<file path="src/sv/csc_pkg.sv">
// Color space converter package: beat payload types and the codes and
// weights shared by the converter. No dependencies.
package csc_pkg;

    // Color space codes, used for both the source space and the target
    typedef enum logic [1:0] {
        SPACE_GRAY = 2'd0,
        SPACE_RGB  = 2'd1,
        SPACE_CMYK = 2'd2,
        SPACE_RSVD = 2'd3
    } t_space;

    // Luma weights over 256 and the rounding offset
    localparam logic [7:0]  LUMA_WR    = 8'd77;
    localparam logic [7:0]  LUMA_WG    = 8'd150;
    localparam logic [7:0]  LUMA_WB    = 8'd29;
    localparam logic [15:0] LUMA_ROUND = 16'd128;

    // Full scale of one component
    localparam logic [7:0] FULL = 8'd255;

    // Input beat
    typedef struct packed {
        logic [1:0] kind;
        logic [1:0] source_space;
        logic [7:0] in_c0;
        logic [7:0] in_c1;
        logic [7:0] in_c2;
        logic [7:0] in_c3;
    } t_in;

    // Output beat
    typedef struct packed {
        logic [1:0] out_space;
        logic [7:0] out_c0;
        logic [7:0] out_c1;
        logic [7:0] out_c2;
        logic [7:0] out_c3;
    } t_out;

endpackage

</file>
<file path="src/sv/color_space_converter_unit.sv">
// Color space converter top level: gray / RGB / CMYK conversion in a
// nine-stage pipeline with a restoring divider for RGB to CMYK.
// Depends on csc_pkg.
//
//   channel | valid   | stall   | payload
//   --------+---------+---------+----------------------
//   input   | i_valid | o_stall | i_data (csc_pkg::t_in)
//   output  | o_valid | i_stall | o_data (csc_pkg::t_out)
//
// One beat enters per cycle while o_stall is low; a beat passes through every
// stage register in order before it leaves on o_data. The depth
// is set by the radix-4 divider (four stages, two quotient bits each) behind
// the product, scale, luma/max and setup stages, plus the output register.
// Each stage advances when it is empty or the stage after it advances, so
// bubbles close up under stall and o_stall rises only when all nine are full.
// Reset (synchronous, active low) clears only the stage valid bits.
module color_space_converter_unit (
    input  logic           i_clk,
    input  logic           i_rst_n,
    input  logic           i_valid,
    output logic           o_stall,
    input  csc_pkg::t_in   i_data,
    output logic           o_valid,
    input  logic           i_stall,
    output csc_pkg::t_out  o_data
);
    import csc_pkg::*;

    localparam int NUM_ST  = 9;   // total register stages
    localparam int DIV_ST  = 4;   // divider stages after setup
    localparam int SETUP   = 3;   // stage index of divider setup

    // Result with all but the quotients settled, plus a divide flag
    typedef struct packed {
        t_out res;
        logic use_div;
    } t_side;

    // Stage valids and advance enables
    logic [NUM_ST-1:0] r_vld;
    logic [NUM_ST-1:0] w_en;

    // Stage 1: products
    logic [1:0]  r1_kind, r1_src;
    logic [7:0]  r1_c [4];
    logic [15:0] r1_p [3];
    logic [15:0] n1_p [3];

    // Stage 2: RGB
    logic [1:0]  r2_kind, r2_src;
    logic [7:0]  r2_c [4];
    logic [7:0]  r2_rgb [3];
    logic [7:0]  n2_rgb [3];

    // Stage 3: luma and max
    logic [1:0]  r3_kind, r3_src;
    logic [7:0]  r3_c [4];
    logic [7:0]  r3_rgb [3];
    logic [7:0]  r3_gray, r3_mx;
    logic [15:0] n3_luma;
    logic [7:0]  n3_mx;

    // Divider: index 0 is setup, 1..DIV_ST the iterations
    logic [16:0] r_dv_rem  [DIV_ST+1][3];
    logic [7:0]  r_dv_q    [DIV_ST+1][3];
    logic [8:0]  r_dv_den  [DIV_ST+1];
    t_side       r_dv_side [DIV_ST+1];
    logic [16:0] n_dv_rem  [DIV_ST+1][3];
    logic [7:0]  n_dv_q    [DIV_ST+1][3];
    t_side       n_side;

    // Output register
    t_out r_out;
    t_out n_out;

    // Advance chain from the output back to the input
    always_comb begin
        w_en[NUM_ST-1] = !r_vld[NUM_ST-1] || !i_stall;
        for (int s = NUM_ST - 2; s >= 0; s--) begin
            w_en[s] = !r_vld[s] || w_en[s+1];
        end
    end

    assign o_stall = !w_en[0];
    assign o_valid = r_vld[NUM_ST-1];
    assign o_data  = r_out;

    // Valid bits
    always_ff @(posedge i_clk) begin
        if (!i_rst_n) begin
            r_vld <= '0;
        end else begin
            if (w_en[0]) begin
                r_vld[0] <= i_valid;
            end
            for (int s = 1; s < NUM_ST; s++) begin
                if (w_en[s]) begin
                    r_vld[s] <= r_vld[s-1];
                end
            end
        end
    end

    // Stage 1: (255-c)*(255-k) for the three chroma lanes
    always_comb begin
        logic [7:0] v_ink [3];
        logic [7:0] v_kinv;
        v_ink[0] = FULL - i_data.in_c0;
        v_ink[1] = FULL - i_data.in_c1;
        v_ink[2] = FULL - i_data.in_c2;
        v_kinv   = FULL - i_data.in_c3;
        for (int l = 0; l < 3; l++) begin
            n1_p[l] = 16'(v_ink[l]) * 16'(v_kinv);
        end
    end

    always_ff @(posedge i_clk) begin
        if (w_en[0]) begin
            r1_kind <= i_data.kind;
            r1_src  <= i_data.source_space;
            r1_c[0] <= i_data.in_c0;
            r1_c[1] <= i_data.in_c1;
            r1_c[2] <= i_data.in_c2;
            r1_c[3] <= i_data.in_c3;
            r1_p    <= n1_p;
        end
    end

    // Stage 2: rounded divide by 255, then pick RGB by source space
    always_comb begin
        logic [15:0] v_y;
        logic [23:0] v_scaled;
        logic [7:0]  v_qe;
        logic [16:0] v_rem;
        logic [7:0]  v_div [3];
        for (int l = 0; l < 3; l++) begin
            v_y      = r1_p[l] + 16'd127;
            v_scaled = 24'(v_y) + {v_y, 8'd0};
            v_qe     = v_scaled[23:16];
            v_rem    = 17'(v_y) + 17'(v_qe) - {1'b0, v_qe, 8'd0};
            v_div[l] = (v_rem >= 17'(FULL)) ? v_qe + 8'd1 : v_qe;
        end
        unique case (t_space'(r1_src))
            SPACE_GRAY: begin
                for (int l = 0; l < 3; l++) n2_rgb[l] = r1_c[0];
            end
            SPACE_RGB: begin
                for (int l = 0; l < 3; l++) n2_rgb[l] = r1_c[l];
            end
            SPACE_CMYK: begin
                n2_rgb = v_div;
            end
            default: begin
                for (int l = 0; l < 3; l++) n2_rgb[l] = 8'd0;
            end
        endcase
    end

    always_ff @(posedge i_clk) begin
        if (w_en[1]) begin
            r2_kind <= r1_kind;
            r2_src  <= r1_src;
            r2_c    <= r1_c;
            r2_rgb  <= n2_rgb;
        end
    end

    // Stage 3: luma sum and max of the three components
    always_comb begin
        n3_luma = 16'(LUMA_WR) * 16'(r2_rgb[0]) + 16'(LUMA_WG) * 16'(r2_rgb[1])
                + 16'(LUMA_WB) * 16'(r2_rgb[2]) + LUMA_ROUND;
        n3_mx = (r2_rgb[1] > r2_rgb[0]) ? r2_rgb[1] : r2_rgb[0];
        if (r2_rgb[2] > n3_mx) begin
            n3_mx = r2_rgb[2];
        end
    end

    always_ff @(posedge i_clk) begin
        if (w_en[2]) begin
            r3_kind <= r2_kind;
            r3_src  <= r2_src;
            r3_c    <= r2_c;
            r3_rgb  <= r2_rgb;
            r3_gray <= n3_luma[15:8];
            r3_mx   <= n3_mx;
        end
    end

    // Stage 4: settle the result by target space
    always_comb begin
        n_side = '0;
        n_side.res.out_space = r3_kind;
        unique case (t_space'(r3_kind))
            SPACE_GRAY: begin
                n_side.res.out_c0 = r3_gray;
            end
            SPACE_RGB: begin
                n_side.res.out_c0 = r3_rgb[0];
                n_side.res.out_c1 = r3_rgb[1];
                n_side.res.out_c2 = r3_rgb[2];
            end
            SPACE_CMYK: begin
                if (t_space'(r3_src) == SPACE_CMYK) begin
                    n_side.res.out_c0 = r3_c[0];
                    n_side.res.out_c1 = r3_c[1];
                    n_side.res.out_c2 = r3_c[2];
                    n_side.res.out_c3 = r3_c[3];
                end else begin
                    // black source leaves c, m and y at zero
                    n_side.res.out_c3 = FULL - r3_mx;
                    n_side.use_div    = (r3_mx != 8'd0);
                end
            end
            default: ;
        endcase
    end

    // Divider setup and iterations: two restoring steps per stage, MSB first
    always_comb begin
        logic [7:0]  v_n;
        logic [16:0] v_rem, v_trial;
        logic [7:0]  v_q;
        logic [2:0]  v_b;
        // c = floor((510*(mx-r) + mx) / (2*mx)), the rounded (mx-r)*255/mx
        for (int l = 0; l < 3; l++) begin
            v_n = r3_mx - r3_rgb[l];
            n_dv_rem[0][l] = {v_n, 9'd0} - {8'd0, v_n, 1'b0} + 17'(r3_mx);
            n_dv_q[0][l]   = 8'd0;
        end
        for (int j = 1; j <= DIV_ST; j++) begin
            for (int l = 0; l < 3; l++) begin
                v_rem = r_dv_rem[j-1][l];
                v_q   = r_dv_q[j-1][l];
                for (int t = 0; t < 2; t++) begin
                    v_b     = 3'(9 - 2 * j - t);
                    v_trial = 17'(r_dv_den[j-1]) << v_b;
                    if (v_rem >= v_trial) begin
                        v_rem    = v_rem - v_trial;
                        v_q[v_b] = 1'b1;
                    end
                end
                n_dv_rem[j][l] = v_rem;
                n_dv_q[j][l]   = v_q;
            end
        end
    end

    always_ff @(posedge i_clk) begin
        if (w_en[SETUP]) begin
            r_dv_side[0] <= n_side;
            r_dv_den[0]  <= {r3_mx, 1'b0};
            r_dv_rem[0]  <= n_dv_rem[0];
            r_dv_q[0]    <= n_dv_q[0];
        end
        for (int j = 1; j <= DIV_ST; j++) begin
            if (w_en[SETUP+j]) begin
                r_dv_side[j] <= r_dv_side[j-1];
                r_dv_den[j]  <= r_dv_den[j-1];
                r_dv_rem[j]  <= n_dv_rem[j];
                r_dv_q[j]    <= n_dv_q[j];
            end
        end
    end

    // Output stage: drop the quotients into c, m and y where needed
    always_comb begin
        n_out = r_dv_side[DIV_ST].res;
        if (r_dv_side[DIV_ST].use_div) begin
            n_out.out_c0 = r_dv_q[DIV_ST][0];
            n_out.out_c1 = r_dv_q[DIV_ST][1];
            n_out.out_c2 = r_dv_q[DIV_ST][2];
        end
    end

    always_ff @(posedge i_clk) begin
        if (w_en[NUM_ST-1]) begin
            r_out <= n_out;
        end
    end

    // A stall toward the source means every stage holds a beat
    a_stall_full: assert property (@(posedge i_clk) disable iff (!i_rst_n)
        o_stall |-> (&r_vld))
        else $error("input stalled with a bubble in the pipeline");

    // An accepted beat lands in the first stage
    a_accept_lands: assert property (@(posedge i_clk) disable iff (!i_rst_n)
        (i_valid && !o_stall) |=> r_vld[0])
        else $error("accepted beat not captured");

    // Divider finishes with a remainder below the divisor
    a_div_rem: assert property (@(posedge i_clk) disable iff (!i_rst_n)
        (r_vld[SETUP+DIV_ST] && r_dv_side[DIV_ST].use_div) |->
        ((r_dv_rem[DIV_ST][0] < 17'(r_dv_den[DIV_ST])) &&
         (r_dv_rem[DIV_ST][1] < 17'(r_dv_den[DIV_ST])) &&
         (r_dv_rem[DIV_ST][2] < 17'(r_dv_den[DIV_ST]))))
        else $error("divider remainder out of range");

    // Reserved target space gives all components zero
    a_rsvd_zero: assert property (@(posedge i_clk) disable iff (!i_rst_n)
        (o_valid && (o_data.out_space == SPACE_RSVD)) |->
        ((o_data.out_c0 == 8'd0) && (o_data.out_c1 == 8'd0) &&
         (o_data.out_c2 == 8'd0) && (o_data.out_c3 == 8'd0)))
        else $error("reserved target space with nonzero components");

endmodule

</file>
<file path="config.mk">
export PLATFORM = sky130hd
export DESIGN_NAME = color_space_converter_unit
export DESIGN_NICKNAME = d
export VERILOG_FILES = /design/src/sv/csc_pkg.sv /design/src/sv/color_space_converter_unit.sv
export SDC_FILE = /design/constraint.sdc
export NUM_CORES = 2
export LEC_CHECK = 0
export BUFFER_PORTS_ARGS = -buffer_cell sky130_fd_sc_hd__buf_2
export CAP_MARGIN = 40
export CORE_UTILIZATION = 45
export CTS_BUF_LIST = sky130_fd_sc_hd__clkbuf_4 sky130_fd_sc_hd__clkbuf_8 sky130_fd_sc_hd__clkbuf_16
export CTS_CLUSTER_SIZE = 10
export DETAILED_ROUTE_END_ITERATION = 7
export GPL_TIMING_DRIVEN = 0
export HOLD_SLACK_MARGIN = 0.02
export SLEW_MARGIN = 20
export SYNTH_ARGS = -nofsm -noshare
export SYNTH_HDL_FRONTEND = slang
export SYNTH_SLANG_ARGS = --single-unit
</file>
<file path="constraint.sdc">
create_clock -name i_clk -period 22.5 [get_ports i_clk]
set_clock_uncertainty 0.2 [all_clocks]
set_input_delay 4.5 -clock i_clk [delete_from_list [all_inputs] [get_ports i_clk]]
set_output_delay 4.5 -clock i_clk [all_outputs]
set_load 0.005 [all_outputs]
</file>
==> impl_metrics.yaml <==
run_status:
  outcome: "complete, no violations"
global_route:
  grtUsageTotal: 0.202
  antenna_found_initial: 5
  first_global_vias: 34426
  met1_usage: 0.242
  grt_remaining_overflow: 0
  grt_pass1_wl_mm: 185
  use_met3: 0.0222
  grt-busiest-layer: "met2"
  grt_use_met2: 0.365
  grt_max_degree: 82
die:
  die_h_um: 341
  initial_core_util: 0.457
  coreArea_sq_um: 113000
  row_count: 123
  io_pins: 76
  die_w_um: 341
  dieArea_sq_um: 116000
detailed_routing:
  drc: 0
  wl_mm: 117
  ant_nets: 0
  via_per_inst: 5.36
  dr_total_vias: 34818
  drt_iter0_drc: 1945
  drt_pass1_iterations: 5
  drt-wirelength-per-cell_um: 18.1
placed_design:
  portBuffers: 74
  place_ws_ns: 10.91
  place.gp.congestion: 0.929
  post-dp-hpwl_mm: 93.1
finish:
  nets: 5754
  drive_gt1_frac: 0.0938
  syn2layout_area_growth_pct: 10.1
  fill_cells: 10220
yosys:
  syn_inst: 4778
  yosysWarnings: 0
  yosysSeqAreaShare: 0.418
  syn_nets: 5577
  syn_area_per_cell_sq_um: 10.8
  syn_area_sq_um: 51700
  synth_edf_count: 713
  ys_ff_latch: 722
  synth.most_common_cell: "edfxtp_1"
  netlist-cell-type-count: 95
  synth_top_flop_cell: "edfxtp_1"
  synthArstFlopShare: 0
  synth_top_area_share: 0.414
  ys_top_cells_by_area: "edfxtp_1 41%, ha_1 14%, fa_1 7.2%"
  yosysTopAreaCell: "edfxtp_1"
  synthTopCellsByCount: "713 x edfxtp_1, 619 x inv_1, 572 x ha_1"
clock_network:
  clock_sinks: 722
  clockRootBuffer: "clkbuf_16"
  numCtsBuffers: 86
  cts_buffer_depth: 3
  cts_max_level: 3
  cts.reportedPaths.clkPinSlew_ns: 0.05
  clk_latency_ns: 0.66
  cts_resized: 0
  cts_hold_buf: 0
  postCtsSetupRepairBufs: 0
  cts_tree: "yes"
sta:
  slew_viol_final: 0
  hold_viol_final: 0
  setup_tns_ns: 0
  fin_ws_ns: 10.97
  slew_headroom: 0.393
  worstMarginPinSlew_ns: 0.901
  setup_viol: 0
  rsz0062_at_grt: "false"
  period_needed_ns: 11.53
  fmax_mhz: 86.7
  period_share: 0.513
worst_hold_path:
  hold_class: "reg -> reg"
setup_path:
  end_kind: "primary output"
  worstPathRequired_ns: 17.80
  cp-start-kind: "primary input"
  crit_fanout: 36
  crit_arrival_ns: 6.83
  path_class: "in -> out"
flow_run:
  maxCapViolCount: 0
## sequential cells by signal, indices dropped and copies added, names as in the netlist, 9 cells and up
signal and flops:
r_dv_rem 196, r_dv_side 175, r_dv_q 60, r1_p 48
o_data 34, r1_c 32, r2_c 32, r3_c 32
r_dv_den 28, r2_rgb 24, r3_rgb 24, r_vld 9
## worst max-delay path: stages
cell and delay, ns:
buf_2 0.10, and3_1 0.33, and3_1 0.41, and3_1 0.29, and2_1 0.39, nand3_4 0.47, inv_1 0.20, buf_2 0.14
## path summary, 6_finish.rpt
| check | from | endpoint | slack, ns | cells past startpoint |
|---|---|---|---|---|
| worst max-delay path | i_stall | o_stall | 10.97 | 8 |
| worst min-delay path | r_dv_side[0][59] | r_dv_side[0][94] | 0.17 | 0 |
| worst max register to register | r1_p[32] | r2_rgb[20] | 14.03 | 28 |
| worst min register to register | r_dv_side[0][59] | r_dv_side[0][94] | 0.17 | 0 |
## cells in the final DEF, fill, tap and decap left out, types with 107 or more instances in the layout
cell type  count
edfxtp_1     713
inv_1        615
ha_1         572
nor2_1       399
a21oi_1      207
o21ai_0      206
xnor2_1      205
nand2_1      204
fa_1         187
mux2_2       107
## routing by layer
metal	part of all wire	vias to the layer above
li1	-	17454
met1	0.42	16556
met2	0.50	581
met3	0.030	225
met4	0.045	2
met5	0.00011	-
## per-stage QoR
stage          hold WS, ns  instance area [sq um]  instances   util
2_1_floorplan        0.200                  51700       4778      -
3_3_place_gp         0.202                  53900       6352  0.477
3_5_place_dp         0.205                  54200       6366  0.479
4_1_cts              0.175                  56800       6497  0.502
5_1_grt              0.182                  56900       6499  0.503
6_report             0.173                  56900       6499  0.503
## cell type report
cell class                      count  area, sq um  area share
Buffer                             70          290     0.00511
Clock inverter                     18          253     0.00445
Antenna cell                        1         2.50   0.0000440
Tap cell                         1500         1880      0.0330
Sequential cell                   722        21600       0.380
Timing Repair Buffer               89          653      0.0115
Multi-Input combinational cell   3363        27500       0.483
Clock buffer                      113         2350      0.0414
Inverter                          623         2350      0.0413
## cells by family (layout without fill, tap and decap cells)
kind of cell / Yosys count / after routing / share of synthesized area
and+or+nand+nor: 1237 / 1237 / 0.120
AOI/OAI and AO/OA: 923 / 923 / 0.117
adders and majority gates: 759 / 759 / 0.211
DFF: 722 / 722 / 0.418
buffers and inverters: 693 / 913 / 0.0509
xor gates and xnor gates: 287 / 287 / 0.0493
muxes: 157 / 157 / 0.0330
other: 0 / 1 / 0
Power is left out: the tool's default activity adds up to more than one toggle a clock period on the data nets, which glitch-free logic cannot reach.
